[src/rtl/core/dfm_pkg.sv]
// Shared types and constants for the Dinic maximum flow unit.
// Depends on nothing; every other file of the block imports it.
package dfm_pkg;

	// Fixed widths of the edge and result words.
	localparam int unsigned NODE_FIELD_BITS = 11;
	localparam int unsigned CAP_FIELD_BITS  = 30;
	localparam int unsigned FLOW_BITS       = 40;

	// Flow offered at the root of each blocking-flow search.
	localparam logic [29:0] ROOT_LIMIT  = 30'd1000000412;
	localparam int unsigned SOURCE_NODE = 1;

	// Register index decoded from paddr[2].
	localparam logic REG_NODE_COUNT = 1'b0;

	// Datapath operations, one per controller step.
	typedef enum logic [4:0] {
		OP_CLEAR, OP_IDLE, OP_L_RDA, OP_L_WRA, OP_L_WRB, OP_L_END,
		OP_B_CLR, OP_B_INIT, OP_B_POP, OP_B_U, OP_B_U2, OP_B_ARC, OP_B_V, OP_B_CHK,
		OP_B_DONE, OP_B_DONE2,
		OP_D_INIT, OP_D_LD, OP_D_TOP, OP_D_ARC, OP_D_V, OP_D_CHK, OP_D_POP,
		OP_D_POPR, OP_D_UPD1, OP_D_UPD2, OP_D_NXT, OP_FINISH
	} op_t;

	// Controller states.
	typedef enum logic [4:0] {
		ST_CLEAR, ST_IDLE, ST_L_RDA, ST_L_WRA, ST_L_WRB, ST_L_END,
		ST_B_CLR, ST_B_INIT, ST_B_POP, ST_B_U, ST_B_U2, ST_B_ARC, ST_B_V, ST_B_CHK,
		ST_B_DONE, ST_B_DONE2,
		ST_D_INIT, ST_D_LD, ST_D_TOP, ST_D_ARC, ST_D_V, ST_D_CHK, ST_D_POP,
		ST_D_POPR, ST_D_UPD1, ST_D_UPD2, ST_D_NXT, ST_FINISH
	} state_t;

	// Command from controller to datapath.
	typedef struct packed {
		op_t  op;
		logic take;
	} cmd_t;

	// Status from datapath to controller.
	typedef struct packed {
		logic clr_last;
		logic edge_ok;
		logic edge_last;
		logic q_empty;
		logic k_nil;
		logic bfs_take;
		logic lvl_zero;
		logic at_sink;
		logic push_ok;
		logic sp_zero;
		logic flow_zero;
		logic out_free;
	} status_t;

endpackage

[src/rtl/core/dfm_ctrl.sv]
// Sequencing state machine of the Dinic maximum flow unit.
// Depends on dfm_pkg for the state, command and status types.
module dfm_ctrl (
	input  logic             clk,
	input  logic             arst_n,
	input  logic             in_valid,
	input  dfm_pkg::status_t st,
	output logic             in_ready,
	output dfm_pkg::cmd_t    cmd
);
	import dfm_pkg::*;

	state_t state_q, state_d;

	// State register; reset starts the clearing pass.
	always_ff @(posedge clk or negedge arst_n) begin
		if (!arst_n) begin
			state_q <= ST_CLEAR;
		end else begin
			state_q <= state_d;
		end
	end

	// Next state.
	always_comb begin
		state_d = state_q;
		unique case (state_q)
			ST_CLEAR:   if (st.clr_last) state_d = ST_IDLE;
			ST_IDLE:    if (in_valid) state_d = ST_L_RDA;
			ST_L_RDA:   state_d = st.edge_ok ? ST_L_WRA : ST_L_END;
			ST_L_WRA:   state_d = ST_L_WRB;
			ST_L_WRB:   state_d = ST_L_END;
			ST_L_END:   state_d = st.edge_last ? ST_B_CLR : ST_IDLE;
			ST_B_CLR:   if (st.clr_last) state_d = ST_B_INIT;
			ST_B_INIT:  state_d = ST_B_POP;
			ST_B_POP:   state_d = st.q_empty ? ST_B_DONE : ST_B_U;
			ST_B_U:     state_d = ST_B_U2;
			ST_B_U2:    state_d = ST_B_ARC;
			ST_B_ARC:   state_d = st.k_nil ? ST_B_POP : ST_B_V;
			ST_B_V:     state_d = ST_B_CHK;
			ST_B_CHK:   state_d = ST_B_ARC;
			ST_B_DONE:  state_d = ST_B_DONE2;
			ST_B_DONE2: state_d = st.lvl_zero ? ST_FINISH : ST_D_INIT;
			ST_D_INIT:  state_d = ST_D_LD;
			ST_D_LD:    state_d = ST_D_TOP;
			ST_D_TOP:   state_d = st.at_sink ? ST_D_POP : ST_D_ARC;
			ST_D_ARC:   state_d = st.k_nil ? ST_D_POP : ST_D_V;
			ST_D_V:     state_d = ST_D_CHK;
			ST_D_CHK:   state_d = st.push_ok ? ST_D_LD : ST_D_ARC;
			ST_D_POP:   state_d = st.sp_zero ? ST_B_CLR : ST_D_POPR;
			ST_D_POPR:  state_d = ST_D_UPD1;
			ST_D_UPD1:  state_d = ST_D_UPD2;
			ST_D_UPD2:  state_d = st.flow_zero ? ST_D_POP : ST_D_NXT;
			ST_D_NXT:   state_d = ST_D_TOP;
			ST_FINISH:  if (st.out_free) state_d = ST_CLEAR;
			default:    state_d = ST_CLEAR;
		endcase
	end

	// Command decode.
	always_comb begin
		in_ready = (state_q == ST_IDLE);
		cmd.take = (state_q == ST_IDLE) && in_valid;
		unique case (state_q)
			ST_CLEAR:   cmd.op = OP_CLEAR;
			ST_IDLE:    cmd.op = OP_IDLE;
			ST_L_RDA:   cmd.op = OP_L_RDA;
			ST_L_WRA:   cmd.op = OP_L_WRA;
			ST_L_WRB:   cmd.op = OP_L_WRB;
			ST_L_END:   cmd.op = OP_L_END;
			ST_B_CLR:   cmd.op = OP_B_CLR;
			ST_B_INIT:  cmd.op = OP_B_INIT;
			ST_B_POP:   cmd.op = OP_B_POP;
			ST_B_U:     cmd.op = OP_B_U;
			ST_B_U2:    cmd.op = OP_B_U2;
			ST_B_ARC:   cmd.op = OP_B_ARC;
			ST_B_V:     cmd.op = OP_B_V;
			ST_B_CHK:   cmd.op = OP_B_CHK;
			ST_B_DONE:  cmd.op = OP_B_DONE;
			ST_B_DONE2: cmd.op = OP_B_DONE2;
			ST_D_INIT:  cmd.op = OP_D_INIT;
			ST_D_LD:    cmd.op = OP_D_LD;
			ST_D_TOP:   cmd.op = OP_D_TOP;
			ST_D_ARC:   cmd.op = OP_D_ARC;
			ST_D_V:     cmd.op = OP_D_V;
			ST_D_CHK:   cmd.op = OP_D_CHK;
			ST_D_POP:   cmd.op = OP_D_POP;
			ST_D_POPR:  cmd.op = OP_D_POPR;
			ST_D_UPD1:  cmd.op = OP_D_UPD1;
			ST_D_UPD2:  cmd.op = OP_D_UPD2;
			ST_D_NXT:   cmd.op = OP_D_NXT;
			ST_FINISH:  cmd.op = OP_FINISH;
			default:    cmd.op = OP_CLEAR;
		endcase
	end
endmodule

[config.mk]
export PLATFORM = sky130hd
export DESIGN_NAME = dfm_ctrl
export DESIGN_NICKNAME = d
export VERILOG_FILES = /design/src/rtl/core/dfm_pkg.sv /design/src/rtl/core/dfm_ctrl.sv
export SDC_FILE = /design/constraint.sdc
export NUM_CORES = 1
export LEC_CHECK = 0
export BUFFER_PORTS_ARGS = -buffer_cell sky130_fd_sc_hd__buf_2
export CORE_MARGIN = 1.5
export CORE_UTILIZATION = 45
export CTS_CLUSTER_DIAMETER = 40
export DETAILED_ROUTE_END_ITERATION = 12
export PLACE_DENSITY_LB_ADDON = 0.05
export SLEW_MARGIN = 0
export SYNTH_ARGS = -nofsm -noshare
export SYNTH_HDL_FRONTEND = slang
export SYNTH_SLANG_ARGS = --single-unit
[constraint.sdc]
create_clock -name clk -period 1.5 [get_ports clk]
set_clock_uncertainty 0.05 [all_clocks]
set_input_delay 0 -clock clk [delete_from_list [all_inputs] [get_ports clk]]
set_output_delay 0 -clock clk [all_outputs]
set_load 0.05 [all_outputs]
==> flow_summary.json, run 1 <==
{
  "dp_slack_ns": -0.103,
  "synth_area_leaders": "dfrtp_1 18%, buf_2 5.0%, nor2b_1 4.4%",
  "hold_violations": 0,
  "syn_area_um2": 706,
  "rr_endpoint": "state_q[2]",
  "critical_path.slowest_cell": "dfrtp_2",
  "startpoint_type": "flop",
  "setup_violations": 8,
  "die_x_um": 42.6,
  "drv_cap": 0,
  "largest_reg_flops": 5,
  "wl_um": 3270,
  "clk_latency_ns": 0.24,
  "grt_usage_pct": 32.3,
  "cts.sinks": 5,
  "grt_pass1_vias": 930,
  "crit_buf_inv": 3,
  "antenna_found_initial": 0,
  "reg_top3": "state_q x5",
  "die_h_um": 42.6,
  "dp_hpwl_um": 1780,
  "area_delta_synth_final_pct": 87.1,
  "holdCritPathClass": "in -> async",
  "synthFlopType": "dfrtp_1",
  "syn-num-nets": 106,
  "cts_root_buf": "clkbuf_4",
  "diodes": 0,
  "status": "finished with violations",
  "regToRegSetupSlack_ns": -0.13,
  "violations": "setup timing",
  "dr.pass1.iters": 7,
  "fin_crit_ns": 1.63,
  "core.rowCount": 14,
  "cp_common_cell": "buf_4",
  "synth_top_area_share_pct": 17.7,
  "path_clk_slew_ns": 0.04,
  "synth.distinct_cells": 41,
  "max_flop_register": "state_q",
  "gp_congestion": 0.834,
  "vias_per_cell": 6.64,
  "grt_max_degree": 13,
  "worstRegToRegCells": 7,
  "crit_required_ns": 1.63,
  "fp.coreArea_mm2": 0.00149,
  "slowest_delay_ns": 0.43,
  "synth_edf_count": 0,
  "cp_top_family": "simple AND/OR/NAND/NOR gates",
  "first_iter_violations": 90,
  "regArea_um2": 130,
  "avgSynthCellArea_um2": 7.75,
  "critPathKind": "reg -> reg",
  "clk_path_buf_depth": 2,
  "final_common_cell": "buf_4",
  "rsz0062_at_grt": "true",
  "end_kind": "flop",
  "worstPathArrival_ns": 1.76,
  "tightestPinTransition_ns": 0.335,
  "synthCells": 91,
  "async_reset_ff_share_pct": 100,
  "seq_area_frac_synth_pct": 17.7,
  "cp_max_fo": 6,
  "most-common-layout-cells": "34 x buf_4, 15 x buf_2, 10 x buf_6",
  "ys_seq_elements": 5,
  "relSlewSlack_pct": 77.7,
  "ios": 22,
  "tritoncts": "built",
  "finish.instance_area_mm2": 0.00132,
  "fin_crit_sh_pct": 109,
  "dieArea_mm2": 0.00181,
  "drive_gt1_share_pct": 60.7,
  "initial_core_util_pct": 47.4,
  "setup_ws_ns": -0.132,
  "yosysTopAreaCell": "dfrtp_1",
  "leakage_nw": 0.610,
  "worstReg2RegStart": "state_q[3]",
  "powerDensity_mw_per_mm2": 2400,
  "cts_buffers": 3,
  "grt_pass1_wl_um": 4320,
  "yosysWarnings": 0,
  "placed_cell_area_mm2": 0.00104,
  "io_buffers": 20,
  "slew_viol_final": 0,
  "wl_per_cell_um": 19.7,
  "detail-route-antenna-nets": 0,
  "fmax_ghz": 0.613,
  "gr-total-overflow": 0,
  "crit_chain": "buf_4 > clkbuf_16 > buf_4 > nor2b_1 > nand4b_1 > a21oi_1 > or3_1",
  "final_net_count": 166,
  "tns_ns": -0.632,
  "multi_input_area_um2": 608,
  "fillers": 79,
  "vias": 1102,
  "peakVddDrop_v": 0.00150,
  "htreeDepth": 1,
  "route.detailed.drc": 0
}
==> cells by family after synthesis <==
logic type	Yosys count	share of synthesized area, %
buffers and inverters	13	9.22
flip-flops	5	17.7
AO/OA/AOI/OAI	31	34.0
AND/OR/NAND/NOR	42	39.0
==> worst max path at each step <==
stage / start / end / cells past startpoint
2_1_floorplan: state_q[4] / state_q[1] / 4
3_3_place_gp: state_q[1] / state_q[2] / 4
3_5_place_dp: state_q[2] / state_q[1] / 4
4_1_cts: state_q[3] / state_q[1] / 6
5_1_grt: state_q[3] / state_q[1] / 6
6_report: state_q[3] / state_q[2] / 7
==> cell usage after synthesis (3+ instances only) <==
master	number
a21oi_1	5
and2_1	4
buf_2	7
dfrtp_1	5
nand2_1	6
nand2b_1	3
nor2b_1	5
nor3b_1	3
o21ai_0	3
o31ai_1	3
or2_1	3
==> what timing repair did <==
item,CTS,global route
cloned,0,1
buffers inserted,7,5
hold buffers,1,0
resized for setup,22,16
pin swaps,8,7
setup endpoints to repair,10,10
hold endpoints to repair,5,0
==> final cells by class <==
class | count | share of cell area (%)
multi-input combinational | 73 | 46.1
inverter | 4 | 1.14
clock buffer | 4 | 1.99
tap | 16 | 1.52
timing repair buffer | 64 | 39.4
sequential | 5 | 9.86
==> power breakdown <==
| part | internal [mW] | total [mW] | switching (mW) |
|---|---|---|---|
| clock network | 0.101 | 0.156 | 0.0557 |
| registers | 0.212 | 0.335 | 0.122 |
| logic | 1.35 | 2.68 | 1.33 |
| total | 1.66 | 3.17 | 1.51 |
==> per-layer routing <==
layer	global-route usage, %	wire (µm)
met2	53.5	1530
met4	16.9	153
met3	3.88	364
met5	0	0
met1	40.6	1220
==> stage by stage <==
step                      instances  total power [mW]  hold WS, ns  util (%)
after floorplan                  91              1.54       -0.346         -
after global placement          148              2.26       -0.230      69.6
after detailed placement        148              2.29       -0.229      69.6
after CTS                       160              2.74       0.0554      80.0
after global routing            166              3.29       0.0724      88.7
final                           166              3.17       0.0762      88.7
Note: power is estimated with default switching activity, not from simulation.
==> run 2: changes to the inputs <==
SETUP_SLACK_MARGIN = 0.4   (was unset)
==> flow_summary.json, run 2 (synthesized netlist as in run 1, its figures left out) <==
{
  "status": "finished with violations",
  "violations": "setup timing",
  "die_x_um": 42.6,
  "powerDensity_mw_per_mm2": 2400,
  "tritoncts": "built",
  "p_sw_share_pct": 46.6,
  "whs_ns": 0.0600,
  "end_kind": "flop",
  "setup_ws_ns": -0.111,
  "fmax_ghz": 0.621,
  "die_h_um": 42.6,
  "core.rowCount": 14,
  "seq_power_share_pct": 10.3,
  "cts.sinks": 5,
  "clk_latency_ns": 0.25,
  "drive_gt1_share_pct": 62.6,
  "tightestPinTransition_ns": 0.315,
  "grt_pass1_vias": 927,
  "relSlewSlack_pct": 78.8,
  "wl_per_cell_um": 17.4,
  "wl_um": 2840,
  "largest_reg_flops": 5,
  "rr_endpoint": "state_q[2]",
  "peakVddDrop_v": 0.00154,
  "grt_usage_pct": 29.6,
  "fin_crit_ns": 1.61,
  "hold_violations": 0,
  "grt_max_degree": 15,
  "rsz0062_at_grt": "true",
  "ios": 22,
  "most-common-layout-cells": "32 x buf_4, 13 x buf_2, 12 x buf_6",
  "switchingPower_mw": 1.47,
  "clk_path_buf_depth": 2,
  "first_iter_violations": 45,
  "slew_viol_final": 0,
  "dr.pass1.iters": 4,
  "diodes": 0,
  "holdCritPathClass": "in -> async",
  "drv_cap": 0,
  "path_clk_slew_ns": 0.05,
  "final_net_count": 163,
  "detail-route-antenna-nets": 0,
  "gp_congestion": 0.923,
  "cts_root_buf": "clkbuf_4",
  "final_common_cell": "buf_4",
  "critPathKind": "reg -> reg",
  "placed_cell_area_mm2": 0.00105,
  "vias_per_cell": 6.18,
  "critical_path.slowest_cell": "dfrtp_2",
  "intPower_mw": 1.68,
  "initial_core_util_pct": 47.4,
  "reg_top3": "state_q x5",
  "cts_buffers": 3,
  "gr-total-overflow": 0,
  "combPwrFrac_pct": 84.6,
  "cp_max_fo": 6,
  "worstPathArrival_ns": 1.68,
  "startpoint_type": "flop",
  "fp.coreArea_mm2": 0.00149,
  "power_frac_clock_pct": 5.2,
  "slowest_delay_ns": 0.46,
  "finish.instance_area_mm2": 0.00131,
  "area_delta_synth_final_pct": 86.2,
  "crit_chain": "buf_6 > and4b_1 > o211ai_2 > nand2_1 > or3_1",
  "crit_required_ns": 1.57,
  "worstReg2RegStart": "state_q[2]",
  "fin_crit_sh_pct": 107,
  "worstRegToRegCells": 5,
  "setup_violations": 7,
  "htreeDepth": 1,
  "vias": 1008,
  "dp_hpwl_um": 1760,
  "dieArea_mm2": 0.00181,
  "leakage_nw": 0.603,
  "route.detailed.drc": 0,
  "antenna_found_initial": 0,
  "grt_pass1_wl_um": 4110,
  "dp_slack_ns": -0.113,
  "regToRegSetupSlack_ns": -0.11,
  "io_buffers": 20,
  "max_flop_register": "state_q"
}
==> run 2: changes by cell type in the layout (fill, tap and decap cells not counted), sizes merged <==
cell	before	now
buf	61	60
clkbuf	6	4
==> run 2: power groups by stage <==
stage,combinational (mW),clock [mW],sequential (mW)
after floorplan,1.39,0,0.257
after global placement,1.98,0,0.316
after detailed placement,2.00,0,0.319
after CTS,2.46,0.153,0.313
after global routing,2.79,0.181,0.325
final,2.67,0.163,0.323
==> run 2: layout make-up <==
class	instances	area (µm²)
clock buffer	4	26.3
fill	71	175
inverter	4	15.0
multi-input combinational	73	623
sequential	5	129
tap	16	20.0
timing repair buffer	61	500
==> run 2: routing by layer <==
| metal | GRT usage [%] | up-vias | part of all wire, % |
|---|---|---|---|
| li1 | - | 464 | - |
| met1 | 38.5 | 470 | 41 |
| met2 | 52.3 | 66 | 49 |
| met3 | 3.88 | 8 | 8.6 |
| met4 | 5.00 | 0 | 1.7 |
| met5 | 0 | - | 0 |
==> run 2: metrics by stage <==
stage | cells | total power [mW] | setup TNS, ns | util [%]
6_report | 163 | 3.15 | -0.402 | 88.2
5_1_grt | 163 | 3.30 | -0.724 | 88.2
4_1_cts | 161 | 2.92 | -0.182 | 84.3
3_5_place_dp | 148 | 2.31 | -0.195 | 70.3
3_3_place_gp | 148 | 2.30 | -0.139 | 70.3
2_1_floorplan | 91 | 1.64 | -0.434 | -
==> run 2: how the worst max path moves through the flow <==
stage	startpoint	to	slack [ns]	cells after the start
4_1_cts	state_q[4]	cmd[0]	-0.07	5
3_5_place_dp	state_q[2]	state_q[1]	-0.11	5
2_1_floorplan	state_q[4]	state_q[1]	-0.23	4
3_3_place_gp	state_q[0]	state_q[1]	-0.10	5
6_report	state_q[2]	state_q[2]	-0.11	5
5_1_grt	state_q[1]	state_q[1]	-0.17	5
==> run 2: critical path: cells and delay by family, from the launching register on <==
kind	cells	cell delay (ns)
DFF	1	0.46
and+or+nand+nor	3	0.62
AOI/OAI and AO/OA	1	0.21
buffers and inverters	1	0.15
==> run 2: what timing repair did <==
item,4_1_cts,5_1_grt
endpoints found under the setup margin,12,12
endpoints found under the hold margin,5,0
gates cloned,0,0
pin swaps,11,9
hold buffers,1,0
gates resized for setup,32,11
buffers inserted,8,2
